===== config.mk =====
export PLATFORM = sky130hd
export DESIGN_NAME = midi_nrpn_assembler_core_flat
export DESIGN_NICKNAME = d
export VERILOG_FILES = /design/src/design/mna_pkg.sv /design/src/design/mna_in_if.sv /design/src/design/mna_out_if.sv /design/src/design/mna_ram.sv /design/src/design/mna_regs.sv /design/src/design/mna_dp.sv /design/src/design/mna_ctrl.sv /design/src/design/midi_nrpn_assembler_core.sv /design/src/flat_wrapper.sv
export SDC_FILE = /design/constraint.sdc
export NUM_CORES = 1
export LEC_CHECK = 0
export BUFFER_PORTS_ARGS = -buffer_cell sky130_fd_sc_hd__buf_2
export CORE_MARGIN = 2
export CORE_UTILIZATION = 55
export DETAILED_ROUTE_END_ITERATION = 7
export GPL_TIMING_DRIVEN = 0
export PLACE_DENSITY = 0.8
export SLEW_MARGIN = 10
export SYNTH_ARGS = -nofsm -noshare
export SYNTH_HDL_FRONTEND = slang
export SYNTH_SLANG_ARGS = --single-unit

===== constraint.sdc =====
create_clock -name clk -period 6.76 [get_ports clk]
set_input_delay 0.338 -clock clk [delete_from_list [all_inputs] [get_ports clk]]
set_output_delay 0.338 -clock clk [all_outputs]
set_load 0.03 [all_outputs]

===== src/design/mna_pkg.sv =====
// ----------------------------------------------------------------------------
// MIDI NRPN assembler package
// Shared types, register map and code constants for the NRPN assembler.
// ----------------------------------------------------------------------------
package mna_pkg;

    // Register port geometry.
    localparam int REG_ADDR_W = 5;
    localparam int REG_DATA_W = 32;

    // Register indexes (byte address is four times the index).
    localparam logic [2:0] REG_OWN_CHANNEL    = 3'd0;
    localparam logic [2:0] REG_EXPOSED_LIMIT  = 3'd1;
    localparam logic [2:0] REG_CC_NUMBER_HIGH = 3'd2;
    localparam logic [2:0] REG_CC_NUMBER_LOW  = 3'd3;
    localparam logic [2:0] REG_CC_VALUE_HIGH  = 3'd4;
    localparam logic [2:0] REG_CC_VALUE_LOW   = 3'd5;

    // Register reset values.
    localparam logic [3:0]  RST_OWN_CHANNEL    = 4'd0;
    localparam logic [13:0] RST_EXPOSED_LIMIT  = 14'd184;
    localparam logic [6:0]  RST_CC_NUMBER_HIGH = 7'd99;
    localparam logic [6:0]  RST_CC_NUMBER_LOW  = 7'd98;
    localparam logic [6:0]  RST_CC_VALUE_HIGH  = 7'd6;
    localparam logic [6:0]  RST_CC_VALUE_LOW   = 7'd38;

    // Input function codes.
    localparam logic FUNC_MESSAGE = 1'b0;
    localparam logic FUNC_EOB     = 1'b1;

    // Result kind codes.
    localparam logic [1:0] KIND_PASSED  = 2'd0;
    localparam logic [1:0] KIND_EXPOSED = 2'd1;
    localparam logic [1:0] KIND_OTHER   = 2'd2;

    // Upper nibble of a control change status byte.
    localparam logic [3:0] CC_STATUS_NIBBLE = 4'hB;

    // Received-flag positions.
    localparam int PART_NH = 0;
    localparam int PART_NL = 1;
    localparam int PART_VH = 2;
    localparam int PART_VL = 3;

    // Configuration register contents.
    typedef struct packed {
        logic [3:0]  own_channel;
        logic [13:0] exposed_limit;
        logic [6:0]  cc_number_high;
        logic [6:0]  cc_number_low;
        logic [6:0]  cc_value_high;
        logic [6:0]  cc_value_low;
    } cfg_t;

    // One input item.
    typedef struct packed {
        logic        func;
        logic [7:0]  status;
        logic [6:0]  data_one;
        logic [6:0]  data_two;
        logic [15:0] time_stamp;
    } in_item_t;

    // One entry of the hold store.
    typedef struct packed {
        logic [7:0]  status;
        logic [6:0]  data_one;
        logic [6:0]  data_two;
        logic [15:0] time_stamp;
    } held_t;

    // Commands from the controller to the datapath.
    typedef struct packed {
        logic load_item;
        logic apply_msg;
        logic emit_msg;
        logic emit_nrpn;
        logic start_replay;
        logic emit_replay;
        logic replay_next;
        logic finish_buffer;
    } cmd_t;

    // Status from the datapath to the controller.
    typedef struct packed {
        logic is_eob;
        logic hold_ok;
        logic all_parts;
        logic held_empty;
        logic replay_last;
        logic out_free;
    } stat_t;

endpackage


===== src/design/mna_in_if.sv =====
// ----------------------------------------------------------------------------
// MIDI NRPN assembler input channel
// Valid/ready channel carrying one MIDI message or an end-of-buffer mark.
// ----------------------------------------------------------------------------
interface mna_in_if;
    logic        valid;
    logic        ready;
    logic        func;
    logic [7:0]  status;
    logic [6:0]  data_one;
    logic [6:0]  data_two;
    logic [15:0] time_stamp;

    modport source (
        output valid,
        output func,
        output status,
        output data_one,
        output data_two,
        output time_stamp,
        input  ready
    );

    modport sink (
        input  valid,
        input  func,
        input  status,
        input  data_one,
        input  data_two,
        input  time_stamp,
        output ready
    );
endinterface


===== src/design/mna_out_if.sv =====
// ----------------------------------------------------------------------------
// MIDI NRPN assembler output channel
// Valid/ready channel carrying a passed message or an assembled NRPN.
// ----------------------------------------------------------------------------
interface mna_out_if;
    logic        valid;
    logic        ready;
    logic [1:0]  kind;
    logic [7:0]  out_status;
    logic [6:0]  out_data_one;
    logic [6:0]  out_data_two;
    logic [15:0] out_time_stamp;
    logic [13:0] nrpn_number;
    logic [13:0] nrpn_value;
    logic        last;

    modport source (
        output valid,
        output kind,
        output out_status,
        output out_data_one,
        output out_data_two,
        output out_time_stamp,
        output nrpn_number,
        output nrpn_value,
        output last,
        input  ready
    );

    modport sink (
        input  valid,
        input  kind,
        input  out_status,
        input  out_data_one,
        input  out_data_two,
        input  out_time_stamp,
        input  nrpn_number,
        input  nrpn_value,
        input  last,
        output ready
    );
endinterface


===== src/design/mna_ram.sv =====
// ----------------------------------------------------------------------------
// Generic single-port-write RAM
// One write port and one read port with a registered, enable-held read.
// ----------------------------------------------------------------------------
module mna_ram #(
    parameter int WIDTH = 8,
    parameter int DEPTH = 16
) (
    input  logic                     clk,
    input  logic                     we,
    input  logic [$clog2(DEPTH)-1:0] waddr,
    input  logic [WIDTH-1:0]         wdata,
    input  logic                     re,
    input  logic [$clog2(DEPTH)-1:0] raddr,
    output logic [WIDTH-1:0]         rdata
);

    logic [WIDTH-1:0] mem [DEPTH];
    logic [WIDTH-1:0] rdata_reg;

    // Write port.
    always_ff @(posedge clk)
    begin
        if (we)
        begin
            mem[waddr] <= wdata;
        end
    end

    // Read port; the data holds while no read is issued.
    always_ff @(posedge clk)
    begin
        if (re)
        begin
            rdata_reg <= mem[raddr];
        end
    end

    assign rdata = rdata_reg;

endmodule


===== src/design/mna_regs.sv =====
// ----------------------------------------------------------------------------
// MIDI NRPN assembler configuration registers
// APB-style register file holding channel, exposure limit and CC numbers.
// ----------------------------------------------------------------------------
module mna_regs
    import mna_pkg::*;
(
    input  logic                  clk,
    input  logic                  rst_n,
    input  logic                  psel,
    input  logic                  penable,
    input  logic                  pwrite,
    input  logic [REG_ADDR_W-1:0] paddr,
    input  logic [REG_DATA_W-1:0] pwdata,
    output logic [REG_DATA_W-1:0] prdata,
    output logic                  pready,
    output cfg_t                  cfg
);

    cfg_t       cfg_reg;
    logic       wr_en;
    logic [2:0] reg_idx;

    assign pready  = 1'b1;
    assign wr_en   = psel && penable && pwrite;
    assign reg_idx = paddr[REG_ADDR_W-1:2];

    // Register writes; indexes beyond the map are ignored.
    always_ff @(posedge clk or negedge rst_n)
    begin
        if (!rst_n)
        begin
            cfg_reg.own_channel    <= RST_OWN_CHANNEL;
            cfg_reg.exposed_limit  <= RST_EXPOSED_LIMIT;
            cfg_reg.cc_number_high <= RST_CC_NUMBER_HIGH;
            cfg_reg.cc_number_low  <= RST_CC_NUMBER_LOW;
            cfg_reg.cc_value_high  <= RST_CC_VALUE_HIGH;
            cfg_reg.cc_value_low   <= RST_CC_VALUE_LOW;
        end
        else if (wr_en)
        begin
            case (reg_idx)
                REG_OWN_CHANNEL:    cfg_reg.own_channel    <= pwdata[3:0];
                REG_EXPOSED_LIMIT:  cfg_reg.exposed_limit  <= pwdata[13:0];
                REG_CC_NUMBER_HIGH: cfg_reg.cc_number_high <= pwdata[6:0];
                REG_CC_NUMBER_LOW:  cfg_reg.cc_number_low  <= pwdata[6:0];
                REG_CC_VALUE_HIGH:  cfg_reg.cc_value_high  <= pwdata[6:0];
                REG_CC_VALUE_LOW:   cfg_reg.cc_value_low   <= pwdata[6:0];
                default:            ;
            endcase
        end
    end

    // Read-back multiplexer.
    always_comb
    begin
        case (reg_idx)
            REG_OWN_CHANNEL:    prdata = {28'd0, cfg_reg.own_channel};
            REG_EXPOSED_LIMIT:  prdata = {18'd0, cfg_reg.exposed_limit};
            REG_CC_NUMBER_HIGH: prdata = {25'd0, cfg_reg.cc_number_high};
            REG_CC_NUMBER_LOW:  prdata = {25'd0, cfg_reg.cc_number_low};
            REG_CC_VALUE_HIGH:  prdata = {25'd0, cfg_reg.cc_value_high};
            REG_CC_VALUE_LOW:   prdata = {25'd0, cfg_reg.cc_value_low};
            default:            prdata = '0;
        endcase
    end

    assign cfg = cfg_reg;

endmodule


===== src/design/mna_dp.sv =====
// ----------------------------------------------------------------------------
// MIDI NRPN assembler datapath
// Item register, NRPN part registers, hold store and output register.
// ----------------------------------------------------------------------------
module mna_dp
    import mna_pkg::*;
#(
    parameter int HOLD_DEPTH = 16
) (
    input  logic      clk,
    input  logic      rst_n,
    input  cfg_t      cfg,
    input  in_item_t  in_item,
    input  cmd_t      cmd,
    output stat_t     stat,
    mna_out_if.source out_ch
);

    localparam int AW = $clog2(HOLD_DEPTH);
    localparam int CW = $clog2(HOLD_DEPTH + 1);

    in_item_t    item_reg;
    logic [6:0]  nh_part_reg;
    logic [6:0]  nl_part_reg;
    logic [6:0]  vh_part_reg;
    logic [6:0]  vl_part_reg;
    logic [3:0]  parts_reg;
    logic [CW-1:0] count_reg;
    logic [AW-1:0] idx_reg;

    logic        out_valid_reg;
    logic [1:0]  kind_reg;
    logic [7:0]  status_reg;
    logic [6:0]  data_one_reg;
    logic [6:0]  data_two_reg;
    logic [15:0] time_stamp_reg;
    logic [13:0] number_reg;
    logic [13:0] value_reg;
    logic        last_reg;

    logic        is_cc;
    logic        hit_nh;
    logic        hit_nl;
    logic        hit_vh;
    logic        hit_vl;
    logic        is_nrpn;
    logic        hold_ok;
    logic        replay_last;
    logic [13:0] nrpn_number;
    logic [13:0] nrpn_value;
    logic        ram_we;
    logic        ram_re;
    logic [AW-1:0] ram_raddr;
    held_t       ram_wdata;
    held_t       ram_rdata;
    logic        emit_any;

    // Classify the held item; the first matching controller number wins.
    assign is_cc   = (item_reg.status[7:4] == CC_STATUS_NIBBLE)
                  && (item_reg.status[3:0] == cfg.own_channel);
    assign hit_nh  = is_cc && (item_reg.data_one == cfg.cc_number_high);
    assign hit_nl  = is_cc && !hit_nh && (item_reg.data_one == cfg.cc_number_low);
    assign hit_vh  = is_cc && !hit_nh && !hit_nl
                  && (item_reg.data_one == cfg.cc_value_high);
    assign hit_vl  = is_cc && !hit_nh && !hit_nl && !hit_vh
                  && (item_reg.data_one == cfg.cc_value_low);
    assign is_nrpn = hit_nh || hit_nl || hit_vh || hit_vl;
    assign hold_ok = is_nrpn && (count_reg < CW'(HOLD_DEPTH));

    assign nrpn_number = {nh_part_reg, nl_part_reg};
    assign nrpn_value  = {vh_part_reg, vl_part_reg};
    assign replay_last = (CW'(idx_reg) + CW'(1)) == count_reg;

    assign stat.is_eob      = (item_reg.func == FUNC_EOB);
    assign stat.hold_ok     = hold_ok;
    assign stat.all_parts   = &parts_reg;
    assign stat.held_empty  = (count_reg == '0);
    assign stat.replay_last = replay_last;
    assign stat.out_free    = !out_valid_reg || out_ch.ready;

    // Item capture register.
    always_ff @(posedge clk)
    begin
        if (cmd.load_item)
        begin
            item_reg <= in_item;
        end
    end

    // NRPN parts, received flags, hold count and replay index.
    always_ff @(posedge clk or negedge rst_n)
    begin
        if (!rst_n)
        begin
            nh_part_reg <= '0;
            nl_part_reg <= '0;
            vh_part_reg <= '0;
            vl_part_reg <= '0;
            parts_reg   <= '0;
            count_reg   <= '0;
            idx_reg     <= '0;
        end
        else
        begin
            if (cmd.apply_msg)
            begin
                if (hit_nh)
                begin
                    nh_part_reg        <= item_reg.data_two;
                    parts_reg[PART_NH] <= 1'b1;
                end
                if (hit_nl)
                begin
                    nl_part_reg        <= item_reg.data_two;
                    parts_reg[PART_NL] <= 1'b1;
                end
                if (hit_vh)
                begin
                    vh_part_reg        <= item_reg.data_two;
                    parts_reg[PART_VH] <= 1'b1;
                end
                if (hit_vl)
                begin
                    vl_part_reg        <= item_reg.data_two;
                    parts_reg[PART_VL] <= 1'b1;
                end
                if (hold_ok)
                begin
                    count_reg <= count_reg + CW'(1);
                end
            end
            if (cmd.finish_buffer)
            begin
                parts_reg <= '0;
                count_reg <= '0;
            end
            if (cmd.start_replay)
            begin
                idx_reg <= '0;
            end
            else if (cmd.replay_next)
            begin
                idx_reg <= idx_reg + AW'(1);
            end
        end
    end

    // Hold store access.
    assign ram_we    = cmd.apply_msg && hold_ok;
    assign ram_wdata = '{status:     item_reg.status,
                         data_one:   item_reg.data_one,
                         data_two:   item_reg.data_two,
                         time_stamp: item_reg.time_stamp};
    assign ram_re    = cmd.start_replay || cmd.replay_next;
    assign ram_raddr = cmd.start_replay ? '0 : idx_reg + AW'(1);

    mna_ram #(
        .WIDTH ($bits(held_t)),
        .DEPTH (HOLD_DEPTH)
    ) u_hold_ram (
        .clk   (clk),
        .we    (ram_we),
        .waddr (count_reg[AW-1:0]),
        .wdata (ram_wdata),
        .re    (ram_re),
        .raddr (ram_raddr),
        .rdata (ram_rdata)
    );

    // Output register valid flag.
    assign emit_any = cmd.emit_msg || cmd.emit_nrpn || cmd.emit_replay;

    always_ff @(posedge clk or negedge rst_n)
    begin
        if (!rst_n)
        begin
            out_valid_reg <= 1'b0;
        end
        else if (emit_any)
        begin
            out_valid_reg <= 1'b1;
        end
        else if (out_ch.ready)
        begin
            out_valid_reg <= 1'b0;
        end
    end

    // Output register payload.
    always_ff @(posedge clk)
    begin
        if (cmd.emit_msg)
        begin
            kind_reg       <= KIND_PASSED;
            status_reg     <= item_reg.status;
            data_one_reg   <= item_reg.data_one;
            data_two_reg   <= item_reg.data_two;
            time_stamp_reg <= item_reg.time_stamp;
            number_reg     <= '0;
            value_reg      <= '0;
            last_reg       <= 1'b1;
        end
        else if (cmd.emit_nrpn)
        begin
            kind_reg       <= (nrpn_number < cfg.exposed_limit) ? KIND_EXPOSED : KIND_OTHER;
            status_reg     <= '0;
            data_one_reg   <= '0;
            data_two_reg   <= '0;
            time_stamp_reg <= '0;
            number_reg     <= nrpn_number;
            value_reg      <= nrpn_value;
            last_reg       <= 1'b1;
        end
        else if (cmd.emit_replay)
        begin
            kind_reg       <= KIND_PASSED;
            status_reg     <= ram_rdata.status;
            data_one_reg   <= ram_rdata.data_one;
            data_two_reg   <= ram_rdata.data_two;
            time_stamp_reg <= ram_rdata.time_stamp;
            number_reg     <= '0;
            value_reg      <= '0;
            last_reg       <= replay_last;
        end
    end

    assign out_ch.valid          = out_valid_reg;
    assign out_ch.kind           = kind_reg;
    assign out_ch.out_status     = status_reg;
    assign out_ch.out_data_one   = data_one_reg;
    assign out_ch.out_data_two   = data_two_reg;
    assign out_ch.out_time_stamp = time_stamp_reg;
    assign out_ch.nrpn_number    = number_reg;
    assign out_ch.nrpn_value     = value_reg;
    assign out_ch.last           = last_reg;

endmodule


===== src/design/mna_ctrl.sv =====
// ----------------------------------------------------------------------------
// MIDI NRPN assembler controller
// State machine that sequences item intake, processing and replay.
// ----------------------------------------------------------------------------
module mna_ctrl
    import mna_pkg::*;
(
    input  logic  clk,
    input  logic  rst_n,
    input  logic  in_valid,
    input  stat_t stat,
    output logic  in_ready,
    output cmd_t  cmd
);

    typedef enum logic [2:0] {
        ST_IDLE    = 3'b001,
        ST_PROCESS = 3'b010,
        ST_REPLAY  = 3'b100
    } state_t;

    state_t state_reg;
    state_t state_next;

    always_ff @(posedge clk or negedge rst_n)
    begin
        if (!rst_n)
        begin
            state_reg <= ST_IDLE;
        end
        else
        begin
            state_reg <= state_next;
        end
    end

    // Next state and command decode.
    always_comb
    begin
        state_next = state_reg;
        cmd        = '0;
        in_ready   = 1'b0;
        case (state_reg)
            ST_IDLE:
            begin
                in_ready = 1'b1;
                if (in_valid)
                begin
                    cmd.load_item = 1'b1;
                    state_next    = ST_PROCESS;
                end
            end
            ST_PROCESS:
            begin
                if (stat.is_eob)
                begin
                    // End of buffer: NRPN result, replay or nothing.
                    if (stat.all_parts)
                    begin
                        if (stat.out_free)
                        begin
                            cmd.emit_nrpn     = 1'b1;
                            cmd.finish_buffer = 1'b1;
                            state_next        = ST_IDLE;
                        end
                    end
                    else if (stat.held_empty)
                    begin
                        cmd.finish_buffer = 1'b1;
                        state_next        = ST_IDLE;
                    end
                    else
                    begin
                        cmd.start_replay = 1'b1;
                        state_next       = ST_REPLAY;
                    end
                end
                else if (stat.hold_ok)
                begin
                    cmd.apply_msg = 1'b1;
                    state_next    = ST_IDLE;
                end
                else if (stat.out_free)
                begin
                    // Passed message; parts still update when the store is full.
                    cmd.apply_msg = 1'b1;
                    cmd.emit_msg  = 1'b1;
                    state_next    = ST_IDLE;
                end
            end
            ST_REPLAY:
            begin
                if (stat.out_free)
                begin
                    cmd.emit_replay = 1'b1;
                    if (stat.replay_last)
                    begin
                        cmd.finish_buffer = 1'b1;
                        state_next        = ST_IDLE;
                    end
                    else
                    begin
                        cmd.replay_next = 1'b1;
                    end
                end
            end
            default:
            begin
                state_next = ST_IDLE;
            end
        endcase
    end

endmodule


===== src/design/midi_nrpn_assembler_core.sv =====
// ----------------------------------------------------------------------------
// MIDI NRPN assembler core
// Assembles NRPN control-change sequences per buffer, passing other traffic.
// ----------------------------------------------------------------------------
// Usage:
// - in_ch carries MIDI messages (func = 0) and end-of-buffer marks (func = 1).
// - out_ch carries passed messages (kind 0) and assembled NRPNs (kind 1, 2);
//   last marks the final result caused by one input transfer.
// - The APB port sets the channel, exposure limit and the four CC numbers;
//   write it only while the block is idle.
// Timing:
// - An input transfer is followed by a processing state before the next item
//   is taken; a passed message or NRPN is registered into the output register
//   from that state, and a replay starts with a read of the hold RAM.
// - An end of buffer that replays held messages starts with one hold RAM
//   read, then one message per cycle from the RAM port while out_ch is free.
// Reset clears the NRPN parts, received flags and hold count and loads the
// register defaults; the hold RAM needs no clearing. When out_ch stalls, the
// output register keeps its result; held NRPN messages still go on, and any
// result that needs the output register waits in place until it frees up.
// ----------------------------------------------------------------------------
module midi_nrpn_assembler_core
    import mna_pkg::*;
#(
    parameter int HOLD_DEPTH = 16
) (
    input  logic                  clk,
    input  logic                  rst_n,
    mna_in_if.sink                in_ch,
    mna_out_if.source             out_ch,
    input  logic                  psel,
    input  logic                  penable,
    input  logic                  pwrite,
    input  logic [REG_ADDR_W-1:0] paddr,
    input  logic [REG_DATA_W-1:0] pwdata,
    output logic [REG_DATA_W-1:0] prdata,
    output logic                  pready
);

    cfg_t     cfg;
    cmd_t     cmd;
    stat_t    stat;
    in_item_t in_item;
    logic     in_ready;

    // Gather the input payload.
    assign in_item = '{func:       in_ch.func,
                       status:     in_ch.status,
                       data_one:   in_ch.data_one,
                       data_two:   in_ch.data_two,
                       time_stamp: in_ch.time_stamp};
    assign in_ch.ready = in_ready;

    mna_regs u_regs (
        .clk     (clk),
        .rst_n   (rst_n),
        .psel    (psel),
        .penable (penable),
        .pwrite  (pwrite),
        .paddr   (paddr),
        .pwdata  (pwdata),
        .prdata  (prdata),
        .pready  (pready),
        .cfg     (cfg)
    );

    mna_ctrl u_ctrl (
        .clk      (clk),
        .rst_n    (rst_n),
        .in_valid (in_ch.valid),
        .stat     (stat),
        .in_ready (in_ready),
        .cmd      (cmd)
    );

    mna_dp #(
        .HOLD_DEPTH (HOLD_DEPTH)
    ) u_dp (
        .clk     (clk),
        .rst_n   (rst_n),
        .cfg     (cfg),
        .in_item (in_item),
        .cmd     (cmd),
        .stat    (stat),
        .out_ch  (out_ch)
    );

endmodule

===== src/flat_wrapper.sv =====
// flat-port wrapper written by rule: the top's interface ports become plain ports
module midi_nrpn_assembler_core_flat import mna_pkg::*;
#(
    parameter int HOLD_DEPTH = 16
)
  (clk, rst_n, psel, penable, pwrite, paddr, pwdata, prdata, pready, in_ch_valid, in_ch_func, in_ch_status, in_ch_data_one, in_ch_data_two, in_ch_time_stamp, in_ch_ready, out_ch_valid, out_ch_kind, out_ch_out_status, out_ch_out_data_one, out_ch_out_data_two, out_ch_out_time_stamp, out_ch_nrpn_number, out_ch_nrpn_value, out_ch_last, out_ch_ready);
  mna_in_if in_ch_i ();
  mna_out_if out_ch_i ();
  input  logic clk;
  input  logic rst_n;
  input  logic psel;
  input  logic penable;
  input  logic pwrite;
  input  logic [REG_ADDR_W-1:0] paddr;
  input  logic [REG_DATA_W-1:0] pwdata;
  output logic [REG_DATA_W-1:0] prdata;
  output logic pready;
  input wire logic [$bits(in_ch_i.valid)-1:0] in_ch_valid;
  input wire logic [$bits(in_ch_i.func)-1:0] in_ch_func;
  input wire logic [$bits(in_ch_i.status)-1:0] in_ch_status;
  input wire logic [$bits(in_ch_i.data_one)-1:0] in_ch_data_one;
  input wire logic [$bits(in_ch_i.data_two)-1:0] in_ch_data_two;
  input wire logic [$bits(in_ch_i.time_stamp)-1:0] in_ch_time_stamp;
  output wire logic [$bits(in_ch_i.ready)-1:0] in_ch_ready;
  output wire logic [$bits(out_ch_i.valid)-1:0] out_ch_valid;
  output wire logic [$bits(out_ch_i.kind)-1:0] out_ch_kind;
  output wire logic [$bits(out_ch_i.out_status)-1:0] out_ch_out_status;
  output wire logic [$bits(out_ch_i.out_data_one)-1:0] out_ch_out_data_one;
  output wire logic [$bits(out_ch_i.out_data_two)-1:0] out_ch_out_data_two;
  output wire logic [$bits(out_ch_i.out_time_stamp)-1:0] out_ch_out_time_stamp;
  output wire logic [$bits(out_ch_i.nrpn_number)-1:0] out_ch_nrpn_number;
  output wire logic [$bits(out_ch_i.nrpn_value)-1:0] out_ch_nrpn_value;
  output wire logic [$bits(out_ch_i.last)-1:0] out_ch_last;
  input wire logic [$bits(out_ch_i.ready)-1:0] out_ch_ready;
  assign in_ch_i.valid = in_ch_valid;
  assign in_ch_i.func = in_ch_func;
  assign in_ch_i.status = in_ch_status;
  assign in_ch_i.data_one = in_ch_data_one;
  assign in_ch_i.data_two = in_ch_data_two;
  assign in_ch_i.time_stamp = in_ch_time_stamp;
  assign in_ch_ready = in_ch_i.ready;
  assign out_ch_valid = out_ch_i.valid;
  assign out_ch_kind = out_ch_i.kind;
  assign out_ch_out_status = out_ch_i.out_status;
  assign out_ch_out_data_one = out_ch_i.out_data_one;
  assign out_ch_out_data_two = out_ch_i.out_data_two;
  assign out_ch_out_time_stamp = out_ch_i.out_time_stamp;
  assign out_ch_nrpn_number = out_ch_i.nrpn_number;
  assign out_ch_nrpn_value = out_ch_i.nrpn_value;
  assign out_ch_last = out_ch_i.last;
  assign out_ch_i.ready = out_ch_ready;
  midi_nrpn_assembler_core #(.HOLD_DEPTH(HOLD_DEPTH)) u_core (.clk(clk), .rst_n(rst_n), .in_ch(in_ch_i), .out_ch(out_ch_i), .psel(psel), .penable(penable), .pwrite(pwrite), .paddr(paddr), .pwdata(pwdata), .prdata(prdata), .pready(pready));
endmodule

==> impl_metrics.py, run 1 <==
metrics = {
    "status": {
        "status": "complete, but fails checks",
        "violations": "design-rule violations",
    },
    "final_layout": {
        "final_nets": 2942,
        "syn_to_final_growth_pct": 16.3,
        "largest_register_ffs": 608,
        "drive_gt1_share_pct": 17.9,
        "final_cells": 3754,
        "antennaDiodeCount": 0,
    },
    "worst_setup_path": {
        "critPathKind": "flop to flop",
        "r2r_slack_ns": 2.36,
        "cp_top_family": "simple AND/OR/NAND/NOR gates",
        "crit_path_end": "u_core.u_dp.u_hold_ram.mem[4][7]",
        "critPathCaptureType": "flop",
        "arrival_ns": 4.72,
        "r2r-start": "u_core.u_dp.item_reg[24]",
        "cp_slowest_stage_delay_ns": 0.80,
        "worst-r2r-cell-count": 10,
        "r2r_end": "u_core.u_dp.u_hold_ram.mem[4][7]",
        "path_max_fanout": 20,
        "crit_path_start": "u_core.u_dp.item_reg[24]",
        "cp_cell_sequence": "buf_2, xor2_1, nor4_1, nand4_1, and4_1, buf_2, nor3_4, clkbuf_2, and4b_2, buf_12",
        "crit_top_cell": "buf_2",
        "crit_buf_inv": 4,
        "critPathLaunchType": "flop",
        "worst-path-stages": 10,
        "required_ns": 7.08,
        "cp_slowest_cell": "edfxtp_1",
    },
    "run": {
        "cap_violations": 0,
    },
    "detailed_routing": {
        "viasPerCell": 6.29,
        "wire_per_inst_um": 25.6,
        "drt-initial-drc-count": 3803,
        "postRouteWirelength_mm": 96.2,
        "drc": 3,
        "dr.pass1.iters": 8,
        "final_antenna_net_count": 0,
        "dr_total_vias": 23600,
    },
    "global_route": {
        "grt_pass1_wl_mm": 143,
        "antenna_found_initial": 0,
        "grt_util_met3_pct": 5.82,
        "grt_busiest_layer": "met2",
        "grt_max_degree": 48,
        "use_met2_pct": 47.7,
        "gr-usage-all-layers_pct": 28.8,
        "globalRouteOverflowTotal": 0,
        "met1_usage_pct": 36.3,
        "grt_pass1_vias": 24000,
    },
    "placement": {
        "place_congestion": 0.885,
        "dp_cells": 3551,
        "place_hpwl_mm": 62.2,
        "io_buffers": 147,
    },
    "floorplanning": {
        "design.portCount": 187,
        "die_y_um": 257,
        "die_w_um": 257,
        "rows": 92,
        "initial_core_util_pct": 55.7,
        "core_area_um2": 63200,
        "die_area_um2": 66000,
    },
    "timing": {
        "hold_ws_ns": 0.0246,
        "setup_violations": 0,
        "slew_headroom_pct": 12.8,
        "finalCritPeriodShare_pct": 65.1,
        "drv_slew": 0,
        "hold_viol": 0,
        "rsz0062_at_grt": "false",
        "tightest_slew_ns": 1.31,
        "fin_crit_ns": 4.40,
        "skew_ns": 0.0380,
        "max_freq_ghz": 0.227,
    },
    "synth": {
        "synth.top_cell.area_share_pct": 61.7,
        "ys_ff_latch": 845,
        "synth_edf_count": 723,
        "async_flop_share_pct": 10.8,
        "synth_common_cells": "edfxtp_1 (723), nand2_1 (327), o21ai_0 (198), mux2i_1 (162), clkbuf_1 (106)",
        "netlist-cell-type-count": 76,
        "synthCells": 2515,
        "synth-seq-area-share_pct": 70.0,
        "avgSynthCellArea_um2": 14.0,
        "synth_area_leaders": "edfxtp_1 (62%), dfrtp_1 (5.3%), mux2i_1 (4.6%), nand2_1 (3.5%), mux2_2 (2.9%)",
        "netlist_area_um2": 35200,
        "yosysMostFrequentCell": "edfxtp_1",
        "yosys_warnings": 0,
        "synth_area_leader_cell": "edfxtp_1",
        "ys.flop_type": "edfxtp_1",
    },
    "min_path": {
        "hold_class": "input pin to flop",
        "min_path_cells": 3,
    },
    "clocking": {
        "cts_max_path_buffers": 3,
        "cts-root-buf": "clkbuf_16",
        "clk_latency_ns": 0.65,
        "clock-sinks": 845,
        "cts_buffers": 84,
        "htreeDepth": 3,
        "cts_tree": "yes",
        "post_cts_buffers": 0,
        "path_clk_slew_ns": 0.06,
    },
    "pwr": {
        "powerDensity_nw_per_um2": 402,
        "totalPowerFinal_uw": 16500,
        "p_leak_uw": 0.0146,
        "ir_drop_uv": 254,
    },
}
[repair_timing]
item	in CTS	in global routing
gates resized for setup	0	0
setup endpoints to repair	0	0
endpoints found under the hold margin	93	0
hold buffers	50	0
[power by group]
part	switching, µW	leakage (µW)	total, µW	internal [µW]
Sequential	338	0.00792	6530	6190
Clock	2010	0.00136	4830	2830
Combinational	3420	0.00533	5100	1690
Total	5760	0.0146	16500	10700
[worst min-delay path: cells and delay by family]
kind	cells	cell delay (ns)
AND/OR/NAND/NOR	1	0.06
buffers and inverters	1	0.15
AO/OA/AOI/OAI	1	0.06
[routing by layer]
metal | share of wire (%) | up-vias | routed length (µm)
li1 | - | 10100 | -
met1 | 36 | 11600 | 34700
met2 | 49 | 1678 | 46900
met3 | 10 | 313 | 10000
met4 | 4.8 | 0 | 4630
met5 | 0 | - | 0
[how the worst min path moves through the flow]
stage / startpoint / endpoint / slack, ns
floorplan: rst_n / u_core.u_ctrl.state_reg[1] / 0.04
global placement: u_core.u_dp.out_ch.last / u_core.u_dp.out_ch.last / 0.45
detailed placement: rst_n / u_core.u_dp.vh_part_reg[0] / 0.41
CTS: pwdata[2] / u_core.u_regs.cfg[30] / 0.01
global route: pwdata[2] / u_core.u_regs.cfg[30] / 0.03
finish: pwdata[2] / u_core.u_regs.cfg[30] / 0.02
[stage by stage]
stage | setup TNS, ns | worst slack [ns] | util (%) | instance area [µm²]
5_1_grt | 0 | 2.25 | 64.8 | 40900
2_1_floorplan | 0 | 0.504 | - | 35200
6_report | 0 | 2.36 | 64.8 | 40900
3_3_place_gp | -236.33 | -3.19 | 58.6 | 37000
3_5_place_dp | 0 | 2.26 | 59.5 | 37600
4_1_cts | 0 | 2.22 | 64.7 | 40900
[layout make-up]
class,count,area [µm²]
Clock buffer,102,2200
Multi-Input combinational cell,1440,9580
Tap cell,846,1060
Buffer,187,875
Sequential cell,845,24600
Clock inverter,51,622
Timing Repair Buffer,223,1730
Fill cell,4264,22300
Inverter,60,225
[kinds of logic after synthesis]
| logic type | share of synthesized area, % |
|---|---|
| compound gates | 8.95 |
| xor+xnor | 0.946 |
| flops | 70.0 |
| fa+ha+maj | 0.640 |
| buf+inv | 3.13 |
| simple gates | 8.39 |
| mux | 7.92 |
| other cells | 0.0213 |
[cells in the final DEF (no fill, tap or decap), types with 7 or more instances in the layout]
cell	n
nand2_1	326
buf_2	196
o31ai_1	42
clkbuf_1	122
nand4_1	7
mux2_2	92
dlygate4sd3_1	50
a221oi_1	77
clkinv_2	9
edfxtp_1	723
clkbuf_16	85
mux2i_1	162
and2_1	77
o21ai_0	198
clkinv_1	17
dfstp_2	17
nor2b_1	7
xnor2_1	15
a21oi_1	9
inv_1	58
xor2_1	22
buf_12	13
buf_4	22
buf_6	10
mux2_4	7
a31oi_1	42
dfxtp_1	31
a21boi_0	38
nand3_1	73
o22ai_1	42
conb_1	19
nor3_1	9
dfrtp_1	74
nor2_1	58
and4b_2	8
a21o_1	7
ha_1	18
bufinv_16	13
Note: power is estimated with default switching activity, not from simulation.
==> inputs of run 2 (changes only) <==
--- a/config.mk
+++ b/config.mk
@@ -5,12 +5,13 @@
 export SDC_FILE = /design/constraint.sdc
 export NUM_CORES = 1
 export LEC_CHECK = 0
+export ABC_AREA = 1
 export BUFFER_PORTS_ARGS = -buffer_cell sky130_fd_sc_hd__buf_2
 export CORE_MARGIN = 2
-export CORE_UTILIZATION = 55
+export CORE_UTILIZATION = 60
 export DETAILED_ROUTE_END_ITERATION = 7
 export GPL_TIMING_DRIVEN = 0
-export PLACE_DENSITY = 0.8
+export PLACE_DENSITY = 0.83
 export SLEW_MARGIN = 10
 export SYNTH_ARGS = -nofsm -noshare
 export SYNTH_HDL_FRONTEND = slang
==> constraint.sdc (replaced) <==
create_clock -name clk -period 4.3 [get_ports clk]
set_input_delay 0.215 -clock clk [delete_from_list [all_inputs] [get_ports clk]]
set_output_delay 0.215 -clock clk [all_outputs]
set_load 0.03 [all_outputs]
==> run 2 against run 1 <==
The flow finishes with violations (negative setup slack). Critical endpoint is now u_core.u_dp.u_hold_ram.mem[7][6]. Clock skew up 0.0021 ns. Sequential share of layout area up 1.1 points. Synthesized cell count up 12%. Sequential cell count unchanged.
==> impl_metrics.py, run 2 <==
metrics = {
    "pwr": {
        "powerDensity_nw_per_um2": 639,
        "p_switching_uw": 9510,
        "p_leak_uw": 0.0149,
        "totalPowerFinal_uw": 25700,
        "ir_drop_uv": 607,
        "sw_frac_of_total_pct": 37.0,
        "clkPwrFrac_pct": 28.8,
        "pwr-share-comb_pct": 30.8,
        "seqPwrFrac_pct": 40.5,
        "internal_power_uw": 16200,
    },
    "worst_setup_path": {
        "critPathKind": "flop to flop",
        "r2r-start": "u_core.u_dp.item_reg[37]",
        "critPathCaptureType": "flop",
        "path_max_fanout": 20,
        "r2r_end": "u_core.u_dp.u_hold_ram.mem[7][6]",
        "crit_path_start": "u_core.u_dp.item_reg[37]",
        "r2r_slack_ns": -0.02,
        "worst-r2r-cell-count": 9,
        "critPathLaunchType": "flop",
        "required_ns": 4.65,
        "arrival_ns": 4.67,
    },
    "clocking": {
        "clock-sinks": 845,
        "htreeDepth": 3,
        "cts_buffers": 81,
        "clk_latency_ns": 0.67,
        "cts_tree": "yes",
        "cts_max_path_buffers": 3,
        "cts-root-buf": "clkbuf_16",
        "path_clk_slew_ns": 0.06,
    },
    "timing": {
        "hold_viol": 0,
        "fin_crit_ns": 4.32,
        "drv_slew": 0,
        "tightest_slew_ns": 1.23,
        "fin_ws_ns": -0.0247,
        "finalCritPeriodShare_pct": 101,
        "slew_headroom_pct": 17.8,
        "max_freq_ghz": 0.231,
        "hold_ws_ns": 0.0454,
        "skew_ns": 0.0400,
        "setup_violations": 17,
    },
    "global_route": {
        "gr-usage-all-layers_pct": 35.4,
        "antenna_found_initial": 2,
        "globalRouteOverflowTotal": 0,
        "grt_pass1_vias": 25600,
        "grt_max_degree": 52,
        "grt_pass1_wl_mm": 154,
    },
    "detailed_routing": {
        "drt-initial-drc-count": 4266,
        "wl_met3_mm": 14.3,
        "wl_met1_mm": 35.0,
        "dr.pass1.iters": 7,
        "wire_per_inst_um": 26.4,
        "dr_total_vias": 25700,
        "final_antenna_net_count": 0,
        "dr_wl_met2_mm": 48.3,
        "drc": 0,
        "top_layer_used": "met5",
        "viasPerCell": 6.46,
        "postRouteWirelength_mm": 105,
    },
    "synth": {
        "avgSynthCellArea_um2": 12.1,
        "async_flop_share_pct": 10.8,
        "synthCells": 2819,
        "netlist_area_um2": 34200,
        "synth_area_leaders": "edfxtp_1 (63%), dfrtp_1 (5.4%), nor2_1 (4.9%), o21ai_0 (4.4%), nand3_1 (3.9%)",
        "synth_edf_count": 723,
        "yosysMostFrequentCell": "edfxtp_1",
        "synth.top_cell.area_share_pct": 63.5,
        "yosys_warnings": 0,
        "ys.flop_type": "edfxtp_1",
        "netlist-cell-type-count": 45,
        "synth-seq-area-share_pct": 72.0,
        "ys_ff_latch": 845,
        "synth_common_cells": "edfxtp_1 (723), nor2_1 (443), nand2_1 (324), o21ai_0 (300), nand3_1 (264)",
        "synth_area_leader_cell": "edfxtp_1",
    },
    "final_layout": {
        "drive_gt1_share_pct": 15.3,
        "fillers": 3527,
        "final_core_util_pct": 71.3,
        "syn_to_final_growth_pct": 17.5,
        "final_common_cell": "edfxtp_1",
        "multi_input_area_um2": 8490,
        "largest_register_ffs": 608,
        "layout_common_cells": "edfxtp_1 (723), nor2_1 (427), nand2_1 (322)",
        "final_nets": 3261,
        "seqCellArea_um2": 24600,
    },
    "status": {
        "status": "complete, but fails checks",
        "violations": "negative setup slack",
    },
    "floorplanning": {
        "die_y_um": 243,
        "die_area_um2": 58900,
        "rows": 87,
        "die_w_um": 243,
        "design.portCount": 187,
        "initial_core_util_pct": 60.6,
        "core_area_um2": 56400,
    },
    "min_path": {
        "min_path_cells": 5,
        "min_to": "u_core.u_regs.cfg[2]",
        "holdCritStartpoint": "penable",
        "hold_class": "input pin to flop",
    },
    "placement": {
        "place_hpwl_mm": 66.8,
        "io_buffers": 147,
        "place_congestion": 0.901,
        "dp_slack_ns": 0.158,
    },
    "run": {
        "cap_violations": 0,
    },
}
[run 2: layer usage]
layer | vias to the layer above | global-route usage (%)
li1 | 10700 | -
met1 | 12100 | 44.8
met2 | 2352 | 54.7
met3 | 547 | 9.27
met4 | 2 | 22.8
met5 | - | 0
[run 2: what timing repair did]
item,CTS,global route
hold endpoints to repair,115,0
buffers inserted,0,7
hold buffers,56,0
gates resized for setup,0,0
endpoints found under the setup margin,0,75
[run 2: layout make-up]
type                            count  share of cell area, %
Sequential cell                   845                   61.3
Timing Repair Buffer              241                   5.26
Clock inverter                     50                   1.35
Multi-Input combinational cell   1705                   21.1
Buffer                            175                   2.14
Antenna cell                        1                0.00623
Inverter                          111                   1.04
Clock buffer                       98                   5.44
Tap cell                          756                   2.35
[run 2: cells by family after synthesis]
family / count (synthesis) / share of synthesized area, %
compound gates: 509 / 8.76
xor+xnor: 18 / 0.461
fa+ha+maj: 18 / 0.659
buf+inv: 286 / 3.73
flops: 845 / 72.0
other cells: 2 / 0.0220
simple gates: 1141 / 14.3
[run 2: critical path, cell delays in order (launching register included)]
cell	delay [ns]
edfxtp_1	0.77
nand4_1	0.38
nor2_1	0.19
nand3_1	0.24
nor2_1	0.21
nand3_1	0.21
nand3_2	0.22
nand4_1	0.55
nor2_4	0.94
buf_12	0.29
[run 2: metrics by stage]
| step | setup TNS [ns] | instances | area [µm²] |
|---|---|---|---|
| floorplan | 0 | 2836 | 34300 |
| global placement | -1167.14 | 3739 | 35900 |
| detailed placement | 0 | 3770 | 36800 |
| CTS | 0 | 3974 | 40100 |
| global route | -0.406 | 3982 | 40200 |
| finish | -0.210 | 3982 | 40200 |
[run 2: worst max path at each step]
stage / to / slack, ns / depth (start not counted)
global placement: u_core.u_dp.u_hold_ram.mem[10][35] / -2.14 / 12
floorplan: u_core.u_dp.u_hold_ram.mem[0][0] / 0.55 / 13
detailed placement: u_core.u_dp.u_hold_ram.mem[15][2] / 0.16 / 11
global route: u_core.u_dp.u_hold_ram.mem[7][4] / -0.03 / 12
CTS: u_core.u_dp.u_hold_ram.mem[15][31] / 0.14 / 11
finish: u_core.u_dp.u_hold_ram.mem[7][6] / -0.02 / 9
[run 2: power groups by stage]
stage | logic (µW) | registers, µW | clock network, µW
floorplan | 4380 | 10400 | 0
global placement | 6930 | 10500 | 0
detailed placement | 7340 | 10500 | 0
CTS | 7540 | 10400 | 7340
global route | 8280 | 10400 | 7690
finish | 7900 | 10400 | 7390
